**config.mk**
```make
export PLATFORM = sky130hd
export DESIGN_NAME = block_compressed_texture_decoder_flat
export DESIGN_NICKNAME = d
export VERILOG_FILES = /design/src/bctd_pkg.sv /design/src/bctd_if.sv /design/src/block_compressed_texture_decoder.sv /design/src/bctd_palette.sv /design/src/bctd_emit.sv /design/src/flat_wrapper.sv
export VERILOG_INCLUDE_DIRS = /design/src /design/src/src
export SDC_FILE = /design/constraint.sdc
export NUM_CORES = 2
export LEC_CHECK = 0
export ABC_AREA = 0
export ABC_CLOCK_PERIOD_IN_PS = 13600
export BUFFER_PORTS_ARGS = -buffer_cell sky130_fd_sc_hd__clkbuf_2
export CORE_AREA = 10 10 469 471
export CTS_CLUSTER_DIAMETER = 100
export DETAILED_ROUTE_END_ITERATION = 10
export DIE_AREA = 0 0 479 481
export PLACE_DENSITY = 0.71
export SYNTH_ARGS = -nofsm -noshare
export SYNTH_HDL_FRONTEND = slang
export SYNTH_HIERARCHICAL = 1
export SYNTH_SLANG_ARGS = --single-unit
```
**constraint.sdc**
```tcl
create_clock -name clk -period 13.6 [get_ports clk]
set_clock_uncertainty 0.05 [all_clocks]
set_input_delay 1.36 -clock clk [delete_from_list [all_inputs] [get_ports clk]]
set_output_delay 1.36 -clock clk [all_outputs]
set_load 0.01 [all_outputs]
```
**src/assert_macros.svh**
```systemverilog
// Assertion macros shared by the decoder RTL.
`ifndef ASSERT_MACROS_SVH
`define ASSERT_MACROS_SVH
`ifndef SYNTHESIS
`define ASSERT_CLK(label, clk, rst_n, prop, msg) \
	label: assert property (@(posedge clk) disable iff (!rst_n) (prop)) else $error(msg);
`define ASSERT_NEXT(label, clk, rst_n, pre, post, msg) \
	label: assert property (@(posedge clk) disable iff (!rst_n) (pre) |=> (post)) \
		else $error(msg);
`else
`define ASSERT_CLK(label, clk, rst_n, prop, msg)
`define ASSERT_NEXT(label, clk, rst_n, pre, post, msg)
`endif
`endif

```
**src/bctd_pkg.sv**
```systemverilog
// ----------------------------------------------------------------------------
// bctd_pkg
// Types, format codes and palette helpers for the texture block decoder.
// ----------------------------------------------------------------------------
package bctd_pkg;

	typedef enum logic [2:0] {
		FMT_DXT1  = 3'd0,
		FMT_DXT3  = 3'd1,
		FMT_DXT5  = 3'd2,
		FMT_DXT5A = 3'd3,
		FMT_DXT3A = 3'd4,
		FMT_CTX1  = 3'd5,
		FMT_DXN   = 3'd6,
		FMT_FILL  = 3'd7
	} fmt_t;

	localparam logic [7:0] FILL_VALUE = 8'd128;
	localparam logic [7:0] OPAQUE     = 8'd255;

	typedef logic [7:0] chan_t;

	typedef struct packed {
		chan_t r;
		chan_t g;
		chan_t b;
		chan_t a;
	} rgba_t;

	// Per-block palettes held while the block's pixels stream out.
	typedef struct packed {
		fmt_t        fmt;
		rgba_t [3:0] cpal;
		chan_t [7:0] apal;
		chan_t [7:0] gpal;
		logic [31:0] cidx;
		logic [47:0] aidx;
		logic [47:0] gidx;
		logic [63:0] eidx;
	} pal_t;

	// Divide by 3 for values below 768: (x * 683) >> 11 is exact there.
	function automatic chan_t div3(input logic [9:0] x);
		logic [19:0] m;
		m = {10'd0, x} * 20'd683;
		return m[18:11];
	endfunction

	// Divide by 7 for values below 1792: (x * 2341) >> 14 is exact there.
	function automatic chan_t div7(input logic [10:0] x);
		logic [22:0] m;
		m = {12'd0, x} * 23'd2341;
		return m[21:14];
	endfunction

	// Divide by 5 for values below 1280: (x * 3277) >> 14 is exact there.
	function automatic chan_t div5(input logic [10:0] x);
		logic [22:0] m;
		m = {12'd0, x} * 23'd3277;
		return m[21:14];
	endfunction

	function automatic chan_t mix3(input chan_t p, input chan_t q);
		return div3({1'b0, p, 1'b0} + {2'b0, q} + 10'd1);
	endfunction

endpackage

```
**src/bctd_if.sv**
```systemverilog
// ----------------------------------------------------------------------------
// bctd_block_if / bctd_pixel_if
// Valid/ready channels for compressed blocks and decoded pixels.
// ----------------------------------------------------------------------------
interface bctd_block_if;
	logic        valid;
	logic        ready;
	logic [63:0] block_low;
	logic [63:0] block_high;
	modport source (output valid, block_low, block_high, input ready);
	modport sink (input valid, block_low, block_high, output ready);
endinterface

interface bctd_pixel_if;
	logic       valid;
	logic       ready;
	logic [3:0] pixel_index;
	logic [7:0] red;
	logic [7:0] green;
	logic [7:0] blue;
	logic [7:0] alpha;
	logic       last_pixel;
	modport source (output valid, pixel_index, red, green, blue, alpha, last_pixel,
		input ready);
	modport sink (input valid, pixel_index, red, green, blue, alpha, last_pixel,
		output ready);
endinterface

```
**src/block_compressed_texture_decoder.sv**
```systemverilog
// ----------------------------------------------------------------------------
// block_compressed_texture_decoder
// Decodes DXT/BC style 4x4 blocks into sixteen RGBA8 pixels.
// ----------------------------------------------------------------------------
// Usage:
//   blk carries one compressed block per beat (block_low = bytes 0..7,
//   block_high = bytes 8..15). pix returns sixteen pixel beats per block in
//   row-major order, last_pixel set on the sixteenth.
//   The user writes format_mode through cfg_we/cfg_data only while idle; the block does not enforce it.
// The path from block accept to first pixel beat runs through stage one
//   (loaded at the accept edge), stages two and three, the pixel walker
//   register and the output register.
// Throughput: one pixel per cycle when pix does not stall, set by the single
//   pixel output port. The palette pipeline takes the next block while the
//   current one streams, so blocks follow back to back.
// Reset clears all valid bits and sets format_mode to DXT1.
// A stall on pix holds the current pixel beat; the palette stages fill and
// then drop blk.ready; nothing is lost or repeated.
module block_compressed_texture_decoder (
	input  logic         clk,
	input  logic         arst_n,
	input  logic         cfg_we,
	input  logic [2:0]   cfg_data,
	bctd_block_if.sink   blk,
	bctd_pixel_if.source pix
);
	bctd_pkg::fmt_t fmt_q;
	logic           pv;
	logic           pr;
	bctd_pkg::pal_t pal;

	// hold format register
	always_ff @(posedge clk or negedge arst_n) begin
		if (!arst_n) begin
			fmt_q <= bctd_pkg::FMT_DXT1;
		end else if (cfg_we) begin
			fmt_q <= bctd_pkg::fmt_t'(cfg_data);
		end
	end

	// palettes per block
	bctd_palette u_pal (
		.clk(clk), .arst_n(arst_n),
		.in_valid(blk.valid), .in_ready(blk.ready),
		.fmt(fmt_q), .lo(blk.block_low), .hi(blk.block_high),
		.out_valid(pv), .out_ready(pr), .out_pal(pal)
	);

	// pixel walk and output register
	bctd_emit u_emit (
		.clk(clk), .arst_n(arst_n),
		.in_valid(pv), .in_ready(pr), .in_pal(pal),
		.pix(pix)
	);
endmodule

```
**src/bctd_palette.sv**
```systemverilog
// ----------------------------------------------------------------------------
// bctd_palette
// Three-stage pipeline building color and alpha palettes for one block.
// ----------------------------------------------------------------------------
`include "assert_macros.svh"
module bctd_palette (
	input  logic               clk,
	input  logic               arst_n,
	input  logic               in_valid,
	output logic               in_ready,
	input  bctd_pkg::fmt_t     fmt,
	input  logic [63:0]        lo,
	input  logic [63:0]        hi,
	output logic               out_valid,
	input  logic               out_ready,
	output bctd_pkg::pal_t     out_pal
);
	// stage 1: endpoint expansion
	logic v_s1, v_s2, v_s3;
	logic en1, en2, en3;
	bctd_pkg::fmt_t fmt_s1, fmt_s2;
	logic [63:0] lo_s1, hi_s1, lo_s2, hi_s2;
	bctd_pkg::rgba_t c0_s1, c1_s1;
	logic punch_s1;
	bctd_pkg::rgba_t c0_s2, c1_s2;
	logic punch_s2;
	logic [10:0] amul_s2 [0:5];
	logic [10:0] gmul_s2 [0:5];
	logic agt_s2, ggt_s2;
	bctd_pkg::pal_t pal_s3;

	assign en3 = !v_s3 || out_ready;
	assign en2 = !v_s2 || en3;
	assign en1 = !v_s1 || en2;
	assign in_ready = en1;

	function automatic bctd_pkg::rgba_t exp565(input logic [15:0] c);
		bctd_pkg::rgba_t x;
		x.r = {c[15:11], c[15:13]};
		x.g = {c[10:5], c[10:9]};
		x.b = {c[4:0], c[4:2]};
		x.a = bctd_pkg::OPAQUE;
		return x;
	endfunction

	logic [63:0] csrc;
	always_comb begin
		csrc = (fmt == bctd_pkg::FMT_DXT1) ? lo : hi;
	end

	always_ff @(posedge clk or negedge arst_n) begin
		if (!arst_n) begin
			v_s1 <= 1'b0;
			v_s2 <= 1'b0;
			v_s3 <= 1'b0;
		end else begin
			if (en1) v_s1 <= in_valid;
			if (en2) v_s2 <= v_s1;
			if (en3) v_s3 <= v_s2;
		end
	end

	always_ff @(posedge clk) begin
		if (en1 && in_valid) begin
			fmt_s1 <= fmt;
			lo_s1 <= lo;
			hi_s1 <= hi;
			if (fmt == bctd_pkg::FMT_CTX1) begin
				c0_s1 <= {lo[7:0], lo[15:8], 8'd0, bctd_pkg::OPAQUE};
				c1_s1 <= {lo[23:16], lo[31:24], 8'd0, bctd_pkg::OPAQUE};
			end else begin
				c0_s1 <= exp565(csrc[15:0]);
				c1_s1 <= exp565(csrc[31:16]);
			end
			punch_s1 <= (fmt == bctd_pkg::FMT_DXT1) && !(csrc[15:0] > csrc[31:16]);
		end
	end

	// stage 2: alpha weighted sums, one multiply-add per entry
	always_ff @(posedge clk) begin
		if (en2 && v_s1) begin
			fmt_s2 <= fmt_s1;
			lo_s2 <= lo_s1;
			hi_s2 <= hi_s1;
			c0_s2 <= c0_s1;
			c1_s2 <= c1_s1;
			punch_s2 <= punch_s1;
			agt_s2 <= lo_s1[7:0] > lo_s1[15:8];
			ggt_s2 <= hi_s1[7:0] > hi_s1[15:8];
			for (int i = 0; i < 6; i++) begin
				if (lo_s1[7:0] > lo_s1[15:8])
					amul_s2[i] <= 11'(3'(6 - i) * lo_s1[7:0]) + 11'(3'(i + 1) * lo_s1[15:8])
						+ 11'd3;
				else
					amul_s2[i] <= 11'(3'(4 - i) * lo_s1[7:0]) + 11'(3'(i + 1) * lo_s1[15:8])
						+ 11'd2;
				if (hi_s1[7:0] > hi_s1[15:8])
					gmul_s2[i] <= 11'(3'(6 - i) * hi_s1[7:0]) + 11'(3'(i + 1) * hi_s1[15:8])
						+ 11'd3;
				else
					gmul_s2[i] <= 11'(3'(4 - i) * hi_s1[7:0]) + 11'(3'(i + 1) * hi_s1[15:8])
						+ 11'd2;
			end
		end
	end

	// stage 3: divide and finish palettes
	always_ff @(posedge clk) begin
		if (en3 && v_s2) begin
			pal_s3.fmt <= fmt_s2;
			pal_s3.cpal[0] <= c0_s2;
			pal_s3.cpal[1] <= c1_s2;
			if (punch_s2) begin
				pal_s3.cpal[2] <= {8'((9'(c0_s2.r) + 9'(c1_s2.r)) >> 1),
					8'((9'(c0_s2.g) + 9'(c1_s2.g)) >> 1),
					8'((9'(c0_s2.b) + 9'(c1_s2.b)) >> 1), bctd_pkg::OPAQUE};
				pal_s3.cpal[3] <= '0;
			end else begin
				pal_s3.cpal[2] <= {bctd_pkg::mix3(c0_s2.r, c1_s2.r),
					bctd_pkg::mix3(c0_s2.g, c1_s2.g),
					bctd_pkg::mix3(c0_s2.b, c1_s2.b), c0_s2.a};
				pal_s3.cpal[3] <= {bctd_pkg::mix3(c1_s2.r, c0_s2.r),
					bctd_pkg::mix3(c1_s2.g, c0_s2.g),
					bctd_pkg::mix3(c1_s2.b, c0_s2.b), c0_s2.a};
			end
			pal_s3.apal[0] <= lo_s2[7:0];
			pal_s3.apal[1] <= lo_s2[15:8];
			pal_s3.gpal[0] <= hi_s2[7:0];
			pal_s3.gpal[1] <= hi_s2[15:8];
			for (int i = 0; i < 6; i++) begin
				if (agt_s2) pal_s3.apal[i + 2] <= bctd_pkg::div7(amul_s2[i]);
				else if (i < 4) pal_s3.apal[i + 2] <= bctd_pkg::div5(amul_s2[i]);
				else pal_s3.apal[i + 2] <= (i == 4) ? 8'd0 : bctd_pkg::OPAQUE;
				if (ggt_s2) pal_s3.gpal[i + 2] <= bctd_pkg::div7(gmul_s2[i]);
				else if (i < 4) pal_s3.gpal[i + 2] <= bctd_pkg::div5(gmul_s2[i]);
				else pal_s3.gpal[i + 2] <= (i == 4) ? 8'd0 : bctd_pkg::OPAQUE;
			end
			pal_s3.cidx <= (fmt_s2 == bctd_pkg::FMT_DXT1 || fmt_s2 == bctd_pkg::FMT_CTX1)
				? lo_s2[63:32] : hi_s2[63:32];
			pal_s3.aidx <= lo_s2[63:16];
			pal_s3.gidx <= hi_s2[63:16];
			pal_s3.eidx <= lo_s2;
		end
	end

	assign out_valid = v_s3;
	assign out_pal = pal_s3;

	`ASSERT_NEXT(a_hold_s3, clk, arst_n, v_s3 && !out_ready, v_s3 && $stable(pal_s3), "s3 lost")
	`ASSERT_NEXT(a_adv_s2, clk, arst_n, v_s2 && en3, v_s3, "s2 beat dropped")
	`ASSERT_CLK(a_ready, clk, arst_n, !in_ready || !v_s1 || en2, "ready while s1 blocked")
endmodule

```
**src/bctd_emit.sv**
```systemverilog
// ----------------------------------------------------------------------------
// bctd_emit
// Walks the sixteen pixels of a palette set and drives registered output.
// ----------------------------------------------------------------------------
`include "assert_macros.svh"
module bctd_emit (
	input  logic           clk,
	input  logic           arst_n,
	input  logic           in_valid,
	output logic           in_ready,
	input  bctd_pkg::pal_t in_pal,
	bctd_pixel_if.source   pix
);
	bctd_pkg::pal_t pal_q;
	logic           busy_q;
	logic [3:0]     cnt_q;
	logic           ov_q;
	logic           pix_en;
	bctd_pkg::rgba_t px;
	logic [1:0] ci;
	logic [2:0] ai, gi;
	logic [3:0] ev;
	logic [7:0] ex;

	assign pix_en = !ov_q || pix.ready;
	assign in_ready = !busy_q || (pix_en && cnt_q == 4'd15);

	always_comb begin
		ci = pal_q.cidx[2 * cnt_q +: 2];
		ai = pal_q.aidx[3 * cnt_q +: 3];
		gi = pal_q.gidx[3 * cnt_q +: 3];
		ev = pal_q.eidx[4 * cnt_q +: 4];
		ex = {ev, ev};
		unique case (pal_q.fmt)
			bctd_pkg::FMT_DXT1, bctd_pkg::FMT_CTX1: px = pal_q.cpal[ci];
			bctd_pkg::FMT_DXT3: px = {pal_q.cpal[ci][31:8], ex};
			bctd_pkg::FMT_DXT5: px = {pal_q.cpal[ci][31:8], pal_q.apal[ai]};
			bctd_pkg::FMT_DXT5A: px = {pal_q.apal[ai], pal_q.apal[ai], pal_q.apal[ai],
				bctd_pkg::OPAQUE};
			bctd_pkg::FMT_DXT3A: px = {ex, ex, ex, bctd_pkg::OPAQUE};
			bctd_pkg::FMT_DXN: px = {pal_q.apal[ai], pal_q.gpal[gi], 8'd0, bctd_pkg::OPAQUE};
			default: px = {4{bctd_pkg::FILL_VALUE}};
		endcase
	end

	always_ff @(posedge clk or negedge arst_n) begin
		if (!arst_n) begin
			busy_q <= 1'b0;
			cnt_q <= 4'd0;
			ov_q <= 1'b0;
		end else begin
			if (pix_en) ov_q <= busy_q;
			if (in_ready) begin
				busy_q <= in_valid;
				cnt_q <= 4'd0;
			end else if (busy_q && pix_en) begin
				cnt_q <= cnt_q + 4'd1;
			end
		end
	end

	always_ff @(posedge clk) begin
		if (in_ready && in_valid) pal_q <= in_pal;
		if (pix_en && busy_q) begin
			pix.pixel_index <= cnt_q;
			pix.red <= px.r;
			pix.green <= px.g;
			pix.blue <= px.b;
			pix.alpha <= px.a;
			pix.last_pixel <= (cnt_q == 4'd15);
		end
	end

	assign pix.valid = ov_q;

	`ASSERT_NEXT(a_hold, clk, arst_n, ov_q && !pix.ready, ov_q && $stable(pix.pixel_index),
		"pixel beat changed under stall")
	`ASSERT_NEXT(a_step, clk, arst_n, busy_q && pix_en && cnt_q != 4'd15,
		busy_q && cnt_q == $past(cnt_q) + 4'd1, "pixel skipped")
	`ASSERT_CLK(a_last, clk, arst_n, !ov_q || pix.last_pixel == (pix.pixel_index == 4'd15),
		"last mark wrong")
endmodule

```
**src/flat_wrapper.sv**
```systemverilog
// flat-port wrapper written by rule: the top's interface ports become plain ports
module block_compressed_texture_decoder_flat 
  (clk, arst_n, cfg_we, cfg_data, blk_valid, blk_block_low, blk_block_high, blk_ready, pix_valid, pix_pixel_index, pix_red, pix_green, pix_blue, pix_alpha, pix_last_pixel, pix_ready);
  bctd_block_if blk_i ();
  bctd_pixel_if pix_i ();
  input  logic clk;
  input  logic arst_n;
  input  logic cfg_we;
  input  logic [2:0] cfg_data;
  input wire logic [$bits(blk_i.valid)-1:0] blk_valid;
  input wire logic [$bits(blk_i.block_low)-1:0] blk_block_low;
  input wire logic [$bits(blk_i.block_high)-1:0] blk_block_high;
  output wire logic [$bits(blk_i.ready)-1:0] blk_ready;
  output wire logic [$bits(pix_i.valid)-1:0] pix_valid;
  output wire logic [$bits(pix_i.pixel_index)-1:0] pix_pixel_index;
  output wire logic [$bits(pix_i.red)-1:0] pix_red;
  output wire logic [$bits(pix_i.green)-1:0] pix_green;
  output wire logic [$bits(pix_i.blue)-1:0] pix_blue;
  output wire logic [$bits(pix_i.alpha)-1:0] pix_alpha;
  output wire logic [$bits(pix_i.last_pixel)-1:0] pix_last_pixel;
  input wire logic [$bits(pix_i.ready)-1:0] pix_ready;
  assign blk_i.valid = blk_valid;
  assign blk_i.block_low = blk_block_low;
  assign blk_i.block_high = blk_block_high;
  assign blk_ready = blk_i.ready;
  assign pix_valid = pix_i.valid;
  assign pix_pixel_index = pix_i.pixel_index;
  assign pix_red = pix_i.red;
  assign pix_green = pix_i.green;
  assign pix_blue = pix_i.blue;
  assign pix_alpha = pix_i.alpha;
  assign pix_last_pixel = pix_i.last_pixel;
  assign pix_i.ready = pix_ready;
  block_compressed_texture_decoder u_core (.clk(clk), .arst_n(arst_n), .cfg_we(cfg_we), .cfg_data(cfg_data), .blk(blk_i), .pix(pix_i));
endmodule
```
==> summary.md <==
| Metric | Value |
|---|---|
| Status | `finished, final reports clean` |
| Post-synthesis cell type count | `99` |
| Vias | `65,300` |
| R2R Path End | `u_core/u_pal/out_pal[447]` |
| Via density | `5.54` |
| Power Density | `approximately 170 nW/um2` |
| Synth Flop Type | `edfxtp_1` |
| Share of layout cells above drive strength 1 | `7.14%` |
| Clock latency on the worst-skew pair | `790 ps` |
| Total power | `18,900 uW` |
| ANT nets after route | `0` |
| Gpl congestion | `0.913` |
| Worst slew margin | `11.7%` |
| Worst Setup EP | `u_core/u_pal/out_pal[447]` |
| Die area | `230,000 um2` |
| CTS tree | `done` |
| Clock sinks | `1,326` |
| WL/cell | `21.0 um` |
| Max rail drop VDD | `~0.00016 V` |
| Hold violation total from the final report | `0` |
| # rows | `169` |
| Worst Path Max Fanout | `8` |
| Setup CP Type | `reg -> reg` |
| Synth top area cells | `edfxtp_1, ha_1, fa_1` |
| GR Overflow Total | `0` |
| Number of DRC markers in iteration 0 | `4,305` |
| CTS clk-pin slew, worst paths | `60 ps` |
| Filler cells | `17,600` |
| Min Tclk post-route | `7140 ps` |
| Hold WC Path Type | `reg -> reg` |
| Global-route wire length before repair | `between 300 and 400 mm` |
| Share of the synthesized area in the top cell type | `between 30% and 40%` |
| Post-CTS Hold Buffers | `0` |
| Max-cap violation count | `0` |
| Arr. time, crit path | `7600 ps` |
| Setup bufs post-CTS | `0` |
| Detailed Route WL | `roughly 250 mm` |
| Most common cell after layout, fill and taps aside | `ha_1` |
| Fmax | `140 MHz` |
| Register area | `39,800 um2` |
| Hold Path Stages | `0` |
| Most frequent cells in the layout | `ha_1, inv_1, edfxtp_1, fa_1, nor2_1` |
| Die Span Y | `481 um` |
| Final Max Tran Viols | `0` |
| Final setup viols | `0` |
| Total area of multi-input combinational cells | `58,800 um2` |
| Synth warn | `6` |
| Number of synthesized register bits | `1,326` |
| Synth Cell Area | `105,000 um2` |
| Port bufs | `174` |
| Post-Synthesis Cells | `8,671` |
| CTS-repair resized insts | `0` |
| Sequential element share of the synthesized area | `37.9%` |
| Slew @ Worst Pin | `1320 ps` |
| R2R setup slack | `roughly 6500 ps` |
| Vias in the first global route | `roughly 68,000` |
| Post-DP HPWL | `196 mm` |
| Worst r2r src | `u_core/u_pal/c0_s2[24]` |
| Reg2reg path depth | `26` |
| Async SR Flop Fraction | `less than 1%` |
| Max clock buf depth | `3` |
| Area growth from synthesis to layout | `8.09%` |
| Clock root cell | `clkbuf_16` |
| Initial Util | `49.7%` |
| Largest net degree at the start of global routing | `around 200` |
| Die X | `479 um` |
| Cell accounting for the most synthesized area | `edfxtp_1` |
| Setup_tns | `0 ps` |
| Worst Setup End Kind | `register` |
| Unrepaired setup endpoints after global routing | `no` |
| Detailed-router iteration count before antenna repair | `6` |
| CP startpoint | `u_core/u_pal/c0_s2[24]` |
| Final Net Count | `11,600` |
| Crit path launch type | `register` |
| Drt drc | `0` |
| Final Cycle Share | `between 50% and 60%` |
| Core area | `211,000 um2` |
| Initial antenna violation count | `12` |
| GRT Total Usage | `between 20% and 30%` |
| IO Count | `around 180` |
| H-tree levels | `4` |
| Post-synth EDFFs | `1,314` |
| Avg Cell Area, Syn | `12.1 um2` |
| Cts bufs inserted | `141` |
| Leak | `0.0513 uW` |
| Crit path required time | `14,070 ps` |
## registers in the layout, summed over array words and instances (netlist names), 3 cells and up
register,flops
u_core/u_pal/lo_s2,64
u_core/u_emit/pix.pixel_index,4
u_core/u_emit/pal_q,451
u_core/u_pal/hi_s1,64
u_core/u_pal/c1_s2,21
u_core/u_emit/pix.green,8
u_core/u_pal/c0_s2,21
u_core/u_pal/fmt_s1,3
u_core/u_pal/hi_s2,64
u_core/u_emit/pix.blue,8
u_core/u_pal/c1_s1,21
u_core/u_pal/gmul_s2,63
u_core/u_emit/cnt_q,4
u_core/fmt_q,3
u_core/u_pal/fmt_s2,3
u_core/u_emit/pix.alpha,8
u_core/u_pal/amul_s2,63
u_core/u_pal/c0_s1,21
u_core/u_pal/out_pal,350
u_core/u_pal/lo_s1,64
u_core/u_emit/pix.red,8
## routing by layer
metal | vias up | GRT usage (%) | part of all wire, %
met1 | 32300 | 27.8 | 42
met4 | 10 | 8.59 | 4.3
met3 | 398 | 2.58 | 5.3
met2 | 1724 | 36.1 | 48
met5 | - | 0 | 0.023
li1 | 30900 | - | -
## Yosys cell counts (all sizes together) (55+ instances only)
cell type / number
a21o: 112
a21oi: 355
buf: 137
clkbuf: 72
edfxtp: 1314
fa: 621
ha: 1991
inv: 1381
mux2: 64
mux2i: 92
mux4: 69
nand2: 280
nand2b: 58
nand3: 90
nor2: 358
nor2b: 74
nor3: 106
o21a: 88
o21ai: 271
o31ai: 55
xnor2: 322
xor2: 150
## worst max-delay path: stages, from the launching register on
cell and delay (ps):
edfxtp_1 540, fa_1 510, a21o_1 180, a21oi_1 240, o21bai_1 90, a21oi_1 230
o21bai_1 100, a21oi_1 190, xor2_1 270, inv_1 140, ha_1 300, ha_1 330
fa_1 490, inv_1 50, fa_1 500, inv_1 50, fa_1 460, ha_1 300
and3_1 180, a221oi_1 240, o21ai_0 180, a41o_1 310, nor4_1 320, o31ai_1 200
a21oi_1 210, xnor2_1 130, nor2_1 50
## logic make-up after synthesis
kind of cell	synth area share, %
xor+xnor	4.00
compound gates	7.73
mux	3.07
flops	37.9
simple gates	5.48
buf+inv	6.16
fa+ha+maj	35.6
other cells	0.00358
## metrics by stage
stage / worst slack (ps) / hold slack (ps) / instances / utilization, % / cell area, um2
2_1_floorplan: 754 / 350 / 8694 / - / 105000
3_3_place_gp: 6630 / 351 / 11500 / 51.5 / 109000
3_5_place_dp: 6580 / 355 / 11500 / 51.5 / 109000
4_1_cts: 6570 / 338 / 11800 / 53.7 / 113000
5_1_grt: 5930 / 350 / 11800 / 53.7 / 113000
6_report: 6460 / 341 / 11800 / 53.7 / 113000
## where the power goes
| part | switching, uW | leakage (uW) | total (uW) | internal, uW |
|---|---|---|---|---|
| sequential | 209 | 0.0120 | 5190 | 4990 |
| combinational | 5680 | 0.0370 | 9870 | 4190 |
| clock | 1650 | 0.00224 | 3860 | 2210 |
## area by class of cell
class,instances,area share (%)
repair buffers,237,1.20
multi-input cells,5777,51.9
clock buffers,172,3.22
flip-flops and latches,1326,35.1
inverters,1382,4.59
well taps,2821,3.12
clock inverters,80,0.907
diodes,5,0.0110
## worst min path at each step
stage                                          from                       end
final                     u_core/u_pal/out_pal[239]  u_core/u_emit/pal_q[239]
after global routing         u_core/u_pal/lo_s2[10]  u_core/u_pal/out_pal[10]
after CTS                 u_core/u_pal/out_pal[239]  u_core/u_emit/pal_q[239]
after detailed placement  u_core/u_pal/out_pal[164]  u_core/u_emit/pal_q[164]
after global placement    u_core/u_pal/out_pal[202]  u_core/u_emit/pal_q[202]
after floorplan           u_core/u_pal/out_pal[100]  u_core/u_emit/pal_q[100]
(Power assumes the default switching activity.)
